File: src/hdl/key_hit_history_tracker_defines.svh
// Assertion macros shared by the key hit history tracker RTL.
`ifndef KEY_HIT_HISTORY_TRACKER_DEFINES_SVH
`define KEY_HIT_HISTORY_TRACKER_DEFINES_SVH

`ifndef SYNTHESIS
// Same-cycle implication, sampled on clk, idle during reset.
`define KHHT_ASSERT_NOW(label, ante, cons) \
	label: assert property (@(posedge clk) disable iff (!arst_n) (ante) |-> (cons)) \
		else $error("key hit history tracker: assertion failed");
// Next-cycle implication, sampled on clk, idle during reset.
`define KHHT_ASSERT_NEXT(label, ante, cons) \
	label: assert property (@(posedge clk) disable iff (!arst_n) (ante) |=> (cons)) \
		else $error("key hit history tracker: assertion failed");
`else
`define KHHT_ASSERT_NOW(label, ante, cons)
`define KHHT_ASSERT_NEXT(label, ante, cons)
`endif

`endif

File: src/hdl/khht_pkg.sv
// Shared constants, opcodes and types of the key hit history tracker.
`default_nettype none
package khht_pkg;

	localparam int HISTORY_DEPTH = 8;
	localparam int CNT_W         = $clog2(HISTORY_DEPTH + 1);
	localparam int SLOT_W        = (HISTORY_DEPTH > 1) ? $clog2(HISTORY_DEPTH) : 1;
	localparam int AGE_W         = 16;
	localparam logic [AGE_W-1:0] AGE_MAX = {AGE_W{1'b1}};

	localparam logic [1:0] OP_HIT    = 2'd0;
	localparam logic [1:0] OP_ELAPSE = 2'd1;
	localparam logic [1:0] OP_READ   = 2'd2;

	typedef struct packed {
		logic [7:0]       led;
		logic [7:0]       x;
		logic [7:0]       y;
		logic [AGE_W-1:0] age;
	} entry_t;

	typedef struct packed {
		logic             shift;
		logic             load;
		logic             age_en;
		logic [AGE_W-1:0] delta;
	} cell_ctrl_t;

endpackage
`default_nettype wire

File: src/hdl/khht_cell.sv
// One history cell: holds an entry, shifts from its neighbour, ages and passes the count on.
`default_nettype none
module khht_cell
	import khht_pkg::*;
(
	input  wire logic             clk,
	input  wire logic             arst_n,
	input  wire cell_ctrl_t       ctrl,
	input  wire entry_t           new_entry,
	input  wire entry_t           next_entry,
	input  wire logic [CNT_W-1:0] cnt_in,
	output logic [CNT_W-1:0]      cnt_out,
	output entry_t                entry
);

	entry_t           entry_q;
	entry_t           entry_d;
	logic [AGE_W:0]   age_sum;
	logic             age_ovf;

	assign age_sum = {1'b0, entry_q.age} + {1'b0, ctrl.delta};
	assign age_ovf = age_sum[AGE_W];

	always_comb begin
		entry_d = entry_q;
		if (ctrl.load) begin
			entry_d = new_entry;
		end else if (ctrl.shift) begin
			entry_d = next_entry;
		end else if (ctrl.age_en && !age_ovf) begin
			entry_d.age = age_sum[AGE_W-1:0];
		end
	end

	// an expiring entry keeps its age but leaves the live count
	assign cnt_out = cnt_in - CNT_W'(ctrl.age_en && age_ovf);

	always_ff @(posedge clk or negedge arst_n) begin
		if (!arst_n) begin
			entry_q <= '{led: 8'd0, x: 8'd0, y: 8'd0, age: AGE_MAX};
		end else begin
			entry_q <= entry_d;
		end
	end

	assign entry = entry_q;

endmodule
`default_nettype wire

File: src/hdl/key_hit_history_tracker.sv
// Top level of the key hit history tracker: cell chain, live count and result register.
// The tracker keeps the most recent HISTORY_DEPTH key hits, one per cell of a chain,
// each with LED index, x/y position and a 16-bit age. Per accepted input transaction,
// a hit appends at the live count, or shifts the whole chain down one cell and
// enters at the top when the history is full; an elapse adds the tick count to every
// live cell in parallel, and each cell that would pass 65535 keeps its age and takes one
// off the live count as the count ripples along the chain; a read selects one cell. The
// result transaction (live count, plus the read entry or zeros) sits in an output
// register in the cycle after acceptance, and a new input is accepted in the same cycle as
// that result is taken, so one transaction per cycle is sustained without output stall.
// Reset empties the count and sets every cell to LED 0, position 0, age 65535 at once.
`default_nettype none
`include "key_hit_history_tracker_defines.svh"
module key_hit_history_tracker
	import khht_pkg::*;
(
	input  wire logic        clk,
	input  wire logic        arst_n,
	input  wire logic        in_valid,
	output logic             in_ready,
	input  wire logic [1:0]  opcode,
	input  wire logic        hit_valid,
	input  wire logic [7:0]  led_number,
	input  wire logic [7:0]  pos_x,
	input  wire logic [7:0]  pos_y,
	input  wire logic [15:0] elapsed,
	input  wire logic [2:0]  read_slot,
	output logic             out_valid,
	input  wire logic        out_ready,
	output logic [3:0]       hit_count,
	output logic [7:0]       out_led,
	output logic [7:0]       out_x,
	output logic [7:0]       out_y,
	output logic [15:0]      out_age
);

	logic             in_acc;
	logic             do_hit;
	logic             do_age;
	logic             do_read;
	logic             full;
	logic [CNT_W-1:0] live_q;
	logic [CNT_W-1:0] live_d;
	logic             out_valid_q;
	logic [3:0]       hit_count_q;
	entry_t           rd_q;
	entry_t           rd_d;
	entry_t           new_entry;
	entry_t           entries   [HISTORY_DEPTH];
	cell_ctrl_t       ctrl      [HISTORY_DEPTH];
	logic [CNT_W-1:0] cnt_chain [HISTORY_DEPTH+1];
	logic [SLOT_W-1:0] rd_idx;
	logic             rd_in_range;

	// take a new transaction whenever the result register is empty or being drained
	assign in_ready = !out_valid_q || out_ready;
	assign in_acc   = in_valid && in_ready;

	always_comb begin
		do_hit  = 1'b0;
		do_age  = 1'b0;
		do_read = 1'b0;
		case (opcode)
			OP_HIT:    do_hit  = in_acc && hit_valid;
			OP_ELAPSE: do_age  = in_acc;
			OP_READ:   do_read = in_acc;
			default:   do_hit  = 1'b0;
		endcase
	end

	assign full      = (live_q >= CNT_W'(HISTORY_DEPTH));
	assign new_entry = '{led: led_number, x: pos_x, y: pos_y, age: '0};

	// the count enters the chain at cell 0 and each expiring live cell takes one off
	assign cnt_chain[0] = live_q;

	for (genvar k = 0; k < HISTORY_DEPTH; k++) begin : g_cell
		always_comb begin
			ctrl[k].delta  = elapsed;
			ctrl[k].age_en = do_age && (CNT_W'(k) < live_q);
			if (k == HISTORY_DEPTH - 1) begin
				// top cell takes the new hit when full, so it never shifts
				ctrl[k].shift = 1'b0;
				ctrl[k].load  = do_hit && (full || (live_q == CNT_W'(k)));
			end else begin
				ctrl[k].shift = do_hit && full;
				ctrl[k].load  = do_hit && !full && (live_q == CNT_W'(k));
			end
		end

		if (k == HISTORY_DEPTH - 1) begin : g_top
			khht_cell u_cell (
				.clk        (clk),
				.arst_n     (arst_n),
				.ctrl       (ctrl[k]),
				.new_entry  (new_entry),
				.next_entry (new_entry),
				.cnt_in     (cnt_chain[k]),
				.cnt_out    (cnt_chain[k+1]),
				.entry      (entries[k])
			);
		end else begin : g_mid
			khht_cell u_cell (
				.clk        (clk),
				.arst_n     (arst_n),
				.ctrl       (ctrl[k]),
				.new_entry  (new_entry),
				.next_entry (entries[k+1]),
				.cnt_in     (cnt_chain[k]),
				.cnt_out    (cnt_chain[k+1]),
				.entry      (entries[k])
			);
		end
	end

	// advance the live count: saturate at the depth on hits, take the chain's tail on elapse
	always_comb begin
		live_d = live_q;
		if (do_hit) begin
			live_d = full ? CNT_W'(HISTORY_DEPTH) : live_q + CNT_W'(1);
		end else if (do_age) begin
			live_d = cnt_chain[HISTORY_DEPTH];
		end
	end

	// read selection: a slot beyond the depth reads as zeros
	assign rd_in_range = (int'(read_slot) < HISTORY_DEPTH);
	assign rd_idx      = SLOT_W'(read_slot);

	always_comb begin
		rd_d = '0;
		if (do_read && rd_in_range) begin
			rd_d = entries[rd_idx];
		end
	end

	always_ff @(posedge clk or negedge arst_n) begin
		if (!arst_n) begin
			live_q      <= '0;
			out_valid_q <= 1'b0;
		end else begin
			live_q <= live_d;
			if (in_acc) begin
				out_valid_q <= 1'b1;
			end else if (out_ready) begin
				out_valid_q <= 1'b0;
			end
		end
	end

	// hold the result payload until the next accepted transaction replaces it
	always_ff @(posedge clk) begin
		if (in_acc) begin
			hit_count_q <= 4'(live_d);
			rd_q        <= rd_d;
		end
	end

	assign out_valid = out_valid_q;
	assign hit_count = hit_count_q;
	assign out_led   = rd_q.led;
	assign out_x     = rd_q.x;
	assign out_y     = rd_q.y;
	assign out_age   = rd_q.age;

	`KHHT_ASSERT_NOW(a_count_bounded, 1'b1, live_q <= CNT_W'(HISTORY_DEPTH))
	`KHHT_ASSERT_NEXT(a_hit_grows, do_hit, live_q == ($past(full) ? CNT_W'(HISTORY_DEPTH) : $past(live_q) + CNT_W'(1)))
	`KHHT_ASSERT_NEXT(a_elapse_no_growth, do_age, live_q <= $past(live_q))
	`KHHT_ASSERT_NEXT(a_read_keeps_count, do_read, $stable(live_q))

endmodule
`default_nettype wire
File: config.mk
export PLATFORM = sky130hd
export DESIGN_NAME = key_hit_history_tracker
export DESIGN_NICKNAME = d
export VERILOG_FILES = /design/src/hdl/khht_pkg.sv /design/src/hdl/khht_cell.sv /design/src/hdl/key_hit_history_tracker.sv
export VERILOG_INCLUDE_DIRS = /design/src /design/src/hdl
export SDC_FILE = /design/constraint.sdc
export NUM_CORES = 1
export LEC_CHECK = 0
export BUFFER_PORTS_ARGS = -buffer_cell sky130_fd_sc_hd__buf_2
export CAP_MARGIN = 20
export CORE_ASPECT_RATIO = 0.5
export CORE_MARGIN = 3
export CORE_UTILIZATION = 54
export CTS_CLUSTER_DIAMETER = 30
export DETAILED_ROUTE_END_ITERATION = 8
export GPL_ROUTABILITY_DRIVEN = 1
export PLACE_DENSITY = 0.76
export SYNTH_ARGS = -nofsm -noshare
export SYNTH_HDL_FRONTEND = slang
export SYNTH_SLANG_ARGS = --single-unit
File: constraint.sdc
create_clock -name clk -period 11.3 [get_ports clk]
set_input_delay 0.565 -clock clk [delete_from_list [all_inputs] [get_ports clk]]
set_output_delay 0.565 -clock clk [all_outputs]
set_load 0.01 [all_outputs]
After elaboration in Yosys (flattened, before gate mapping). Index checks and enable logic that the tools add are counted.

Output and inout port bits: 46. Bits in read-only memories: 0. Bits in registers: 369. RAM bits: 0. Memories: 0. Input port bits: 50. Logic and storage cells: 183. Latch bits: 0.

$mul: 0. Bitwise operators: 1. Order comparisons: 10. Div/mod/pow operators: 0. Reduce and logical (&&, ||, !) cells: 66. Equality and inequality tests: 9. $add $sub $neg: 17. Shift-type cells: 0. Multiplexer cells: 41.

Operators with widths (count): 40-bit two-way mux (9); 16-bit two-way mux (16); 24-bit two-way mux (7); 16-bit by 16-bit adder with 17-bit output (8); 40-bit binary-select mux with 3-bit select (1); 1-bit logical AND (36); 4-bit by 1-bit subtractor with 4-bit output (8); 3-bit nonzero test (7); 2-bit nonzero test (9); 4-bit by 3-bit == test with 1-bit output (second input constant) (4); 3-bit by 4-bit < comparator with 1-bit output (first input constant) (4); 4-bit two-way mux (3); 1-bit zero test (10); 4-bit by 2-bit == test with 1-bit output (second input constant) (2); 4-bit greater-or-equal comparator (second input constant) (2); 1-bit by 4-bit < comparator with 1-bit output (first input constant) (2); 2-bit by 4-bit < comparator with 1-bit output (first input constant) (2); 1-bit two-way mux (5); 4-bit by 1-bit adder with 4-bit output (second input constant) (1); 4-bit by 1-bit == test with 1-bit output (second input constant) (1); 4-bit zero test (1); 3-bit NOT with 4-bit output (1); 2-bit by 1-bit == test with 1-bit output (second input constant) (1); 2-bit == test (second input constant) (1); other kinds (2) (3).

Longest topological paths before layout.
Depth in word-level cells: 16. Depth in mapped cells: 23. Depth with buffers taken out: 23.

Modules after synthesis. From an unflattened synthesis, not the netlist that was laid out.

Cell total of the unflattened synthesis: 2896. Area, all modules: 27241.1 um^2.

By module, submodules not included: khht_cell (g_cell[2].g_mid.u_cell ...) (cells an instance 326, times used 3, sequential area each 1021.0 um^2, area an instance 2862.7 um^2); khht_cell (g_cell[0].g_mid.u_cell ...) (cells an instance 334, times used 2, sequential area each 1021.0 um^2, area an instance 2970.3 um^2); khht_cell (g_cell[5].g_mid.u_cell ...) (cells an instance 327, times used 2, sequential area each 1021.0 um^2, area an instance 2825.2 um^2); key_hit_history_tracker (cells an instance 270, times used 1, sequential area each 1446.4 um^2, area an instance 4205.3 um^2); khht_cell (g_cell[7].g_top.u_cell) (cells an instance 326, times used 1, sequential area each 1021.0 um^2, area an instance 2856.5 um^2).

Worst setup path before layout. OpenSTA, ideal clock, no wires.

Path type: in2reg. Start: in out_ready. End: reg hit_count_q[3] (netlist: hit_count[3]) (data pin). Path buffers: 2. Required time: 11.029 ns. Stages: 21. Data arrival time: 5.788 ns. Setup slack: 5.240 ns. Setup time: 0.271 ns. Cells stage by stage: nand2b_1 and2_0 clkbuf_1 nand3b_1 buf_2 a21oi_1 nand2b_1 fa_1 inv_1 fa_1 inv_1 fa_1 inv_1 fa_1 inv_1 ha_1 o21ai_0 nand2b_1 a21oi_1 xor2_1 a21boi_0.

Cells in the longest elaborated chain, start to end: 15. Elaborated cells between the ends (all ways): 31. Those cells by class: add/sub: 8; mux: 4; reduce/logical: 19.

RTL lines: start, declared (line key_hit_history_tracker.sv:29) `input wire logic out_ready,`; 1-bit logical OR (*) (line key_hit_history_tracker.sv:56) `assign in_ready = !out_valid_q || out_ready;`; 1-bit logical AND (*) (line key_hit_history_tracker.sv:57) `assign in_acc = in_valid && in_ready;`; named net in_acc (line key_hit_history_tracker.sv:37) `logic in_acc;`; 1-bit two-way mux (line key_hit_history_tracker.sv:63) `case (opcode)`; 1-bit logical AND (line key_hit_history_tracker.sv:80) `ctrl[k].age_en = do_age && (CNT_W'(k) < live_q);`; 1-bit logical AND (line khht_cell.sv:36) `assign cnt_out = cnt_in - CNT_W'(ctrl.age_en && age_ovf);`; 4-bit by 1-bit subtractor with 4-bit output (8 in a row) (line khht_cell.sv:36); 4-bit two-way mux (line key_hit_history_tracker.sv:121) `end else if (do_age) begin`; 4-bit two-way mux (*) (line key_hit_history_tracker.sv:119) `if (do_hit) begin`; named net live_d[3] (line key_hit_history_tracker.sv:43) `logic [CNT_W-1:0] live_d;`; end signal, assigned (line key_hit_history_tracker.sv:154) `hit_count_q <= 4'(live_d);`; end, declared (line key_hit_history_tracker.sv:45) `logic [3:0] hit_count_q;`.

The timed path passes the listed nets; every way through them passes the cells marked *. A chain may end at the register's enable or synchronous reset.

Final worst setup path.
Start: reg g_cell[3].g_mid.u_cell.entry_q (netlist bit g_cell[3].g_mid.u_cell.entry[0]). End: reg hit_count_q[3] (netlist: hit_count[3]) (data pin).

Cells in the longest elaborated chain, start to end: 9.

RTL lines: start, declared (line khht_cell.sv:16) `entry_t entry_q;`; start signal, assigned (line khht_cell.sv:40) `entry_q <= '{led: 8'd0, x: 8'd0, y: 8'd0, age: AGE_MAX};`; start signal, assigned (line khht_cell.sv:42) `entry_q <= entry_d;`; 16-bit by 16-bit adder with 17-bit output (line khht_cell.sv:21) `assign age_sum = {1'b0, entry_q.age} + {1'b0, ctrl.delta};`; 1-bit logical AND (line khht_cell.sv:36); 4-bit by 1-bit subtractor with 4-bit output (5 in a row) (line khht_cell.sv:36); 4-bit two-way mux (line key_hit_history_tracker.sv:121); 4-bit two-way mux (line key_hit_history_tracker.sv:119); named net live_d[3] (line key_hit_history_tracker.sv:43).

The timed path passes the listed nets, and every way through them passes these cells.

==> flow_metrics.py <==
metrics = {
    "finish": {
        "mostFrequentLayoutCell": "nand2_1",
        "drive_above_1_share_pct": 20.1,
        "final_nets": 2762,
        "synthToLayoutAreaGrowth_pct": 11.8,
        "diodes": 0,
        "most-common-layout-cells": "332 x nand2_1, 257 x nor2_1, 197 x dfrtp_1",
        "finish.instance_area_um2": 27600,
        "n_fill_cell": 3541,
    },
    "yosys": {
        "yosys.area.top_type": "dfrtp_1",
        "ys_warn_count": 0,
        "yosysTopAreaCellShare_pct": 20.0,
        "synth_seq_cells": 369,
        "synth.area.top_cells": "dfrtp_1 20%, dfstp_2 14%, mux4_2 7.3%",
        "seq_area_frac_synth_pct": 38.9,
        "netlist_instances": 2545,
        "synthDistinctLibCells": 84,
        "synthArstFlopShare_pct": 88.1,
        "synth_ff_type": "dfrtp_1",
        "synth_edf_count": 44,
        "syn_area_per_cell_um2": 9.71,
        "syn-cell-area_um2": 24700,
        "synth_nets": 2748,
    },
    "sta": {
        "fmax_ghz": 0.169,
        "clock-skew-final_ps": 32.0,
        "relSlewSlack_pct": 23.7,
        "final-hold-violation-count": 0,
        "slew_violations": 0,
        "grt_setup_unrepaired": "false",
        "fin_setup_tns_ps": 0,
        "finalSetupViolCount": 0,
        "period_share_pct": 52.2,
        "post-route-min-period_ps": 5900,
        "tightest_slew_ps": 1140,
        "setup_slack_ps": 5400,
    },
    "placement": {
        "post_dp_cell_area_um2": 25500,
        "numPortBuffers": 95,
        "pre_cts_ws_ps": 5010,
        "place.gp.congestion": 0.945,
        "dp_hpwl_mm": 43.5,
    },
    "drt": {
        "wl_per_cell_um": 21.5,
        "drt_iter0_markers": 2415,
        "ant_nets": 0,
        "dr.pass1.iters": 9,
        "avgViaCountPerCell": 6.48,
        "drc": 0,
        "num_vias": 20700,
        "totalWireLength_mm": 68.8,
    },
    "clock_tree": {
        "cts_root_buf": "clkbuf_16",
        "path_clk_slew_ps": 60,
        "clockBufferDepth": 3,
        "htreeDepth": 2,
        "cts_inserted_buffers": 60,
        "cts_tree": "done",
        "ctsHoldBuffers": 0,
        "cts_setup_buffers": 0,
        "clk_latency_ps": 610,
        "numClockSinks": 369,
        "cts_resized": 0,
    },
    "grt": {
        "grt-ovfl-total": 0,
        "grt_usage_pct": 28.2,
        "grt_pass1_wl_mm": 109,
        "antenna_found_initial": 2,
        "grt_pass1_vias": 20500,
        "grt_max_degree": 164,
    },
    "floorplan": {
        "io_pins": 96,
        "die_area_um2": 48500,
        "rows": 54,
        "fp.dieW_um": 309,
        "initial_core_util_pct": 55.7,
        "die_h_um": 157,
        "core_um2": 44400,
    },
    "pwr": {
        "p_leak_uw": 0.0127,
        "p_per_area_nw_per_um2": 288,
        "ir_worst_vdd_mv": 0.171,
    },
    "run_status": {
        "outcome": "finished clean",
    },
    "run": {
        "max_cap_violations": 0,
    },
    "critical_path": {
        "critPathMaxFanout": 4,
        "reg2reg_slack_ps": 5400,
        "setup.worst_path.end_class": "flip-flop",
        "critPathRequiredTime_ps": 11620,
        "crit_path_start_kind": "flip-flop",
        "crit_type": "flip-flop to flip-flop",
        "crit_arrival_ps": 6220,
    },
    "min_path": {
        "min_path_type": "input port to asynchronous set/reset pin",
    },
}
-- layout make-up --
type                            count  area (µm²)  area share [%]
Clock inverter                     46         533            1.93
Tap cell                          588         736            2.66
Timing Repair Buffer              125         748            2.71
Multi-Input combinational cell   1875       13900            50.4
Clock buffer                       68        1590            5.77
Sequential cell                   369        9610            34.8
Inverter                          128         480            1.74
-- synthesized netlist by cell type (all sizes together) (11+ instances only) --
library cell,count
nand2,333
nor2,261
dfrtp,197
a21oi,145
ha,137
o21ai,131
dfstp,128
inv,126
clkbuf,103
mux2i,83
mux4,80
a222oi,72
buf,70
o22ai,55
xnor2,54
mux2,48
edfxtp,44
o31ai,41
a21o,36
a22oi,35
nor3,35
xor2,32
a211oi,30
nand3,24
o21a,22
and3,17
fa,16
o211ai,15
a22o,12
a31oi,12
nand2b,12
o21bai,11
or3,11
-- sequential cells by signal (all words and copies together) (netlist names) --
register                   flops
out_valid                      1
live_q                         4
g_cell.g_mid.u_cell.entry    280
out_age                       16
out_x                          8
out_y                          8
hit_count                      4
out_led                        8
g_cell.g_top.u_cell.entry     40
-- kinds of logic after synthesis --
logic type	after synthesis	synth area share, %
DFF	369	38.9
AOI/OAI and AO/OA	681	18.9
and+or+nand+nor	744	12.8
muxes	211	13.0
adders and majority gates	153	8.23
buffers and inverters	301	5.06
xor gates and xnor gates	86	3.05
-- worst max-delay path, stage by stage (launching register included) --
cell and delay, ps:
dfstp_2 380, ha_1 200, fa_1 410, a21oi_1 230, o21ai_0 160, a2111o_1 460, a311oi_1 400, or2_2 210
a21oi_1 70, o21ai_0 270, fa_1 230, inv_1 50, fa_1 500, inv_1 50, fa_1 470, inv_1 50
fa_1 530, inv_1 40, ha_1 280, o21ai_0 110, nand2b_1 80, a21oi_1 190, xor2_1 150, a21boi_0 110
-- power breakdown --
part,total (µW),internal [µW],switching [µW]
logic,3430,1640,1790
clock network,1910,1180,734
registers,2620,2080,541
-- layer usage --
metal	vias up	global-route usage (%)	share of wire, %
li1	9439	-	-
met2	987	46.5	47
met1	10200	38.0	41
met3	160	5.11	9.2
met5	-	0	0.031
met4	4	9.39	2.6
-- final timing paths --
| check | endpoint | cells after the start | start |
|---|---|---|---|
| worst max register to register | hit_count[3]$_DFFE_PP_ | 23 | g_cell[3].g_mid.u_cell.entry[0]$_DFFE_PN1P_ |
| worst min register to register | g_cell[0].g_mid.u_cell.entry[9]$_DFFE_PN1P_ | 2 | g_cell[0].g_mid.u_cell.entry[9]$_DFFE_PN1P_ |
| max in group asynchronous | live_q[2]$_DFF_PN0_ | 3 | arst_n |
| worst max-delay path | hit_count[3]$_DFFE_PP_ | 23 | g_cell[3].g_mid.u_cell.entry[0]$_DFFE_PN1P_ |
| worst min-delay path | g_cell[2].g_mid.u_cell.entry[22]$_DFFE_PN0P_ | 1 | arst_n |
| min in group clk | out_valid$_DFFE_PN0P_ | 2 | in_valid |
-- metrics by stage --
stage	cells	utilization, %	hold slack, ps	power [µW]
final	3199	62.2	30.0	7960
after floorplan	2545	-	269	5160
after CTS	3198	62.2	98.8	7920
after detailed placement	3084	57.4	478	5950
after global placement	3083	57.4	472	5820
after global routing	3199	62.2	131	8510
(Power assumes the default switching activity.)
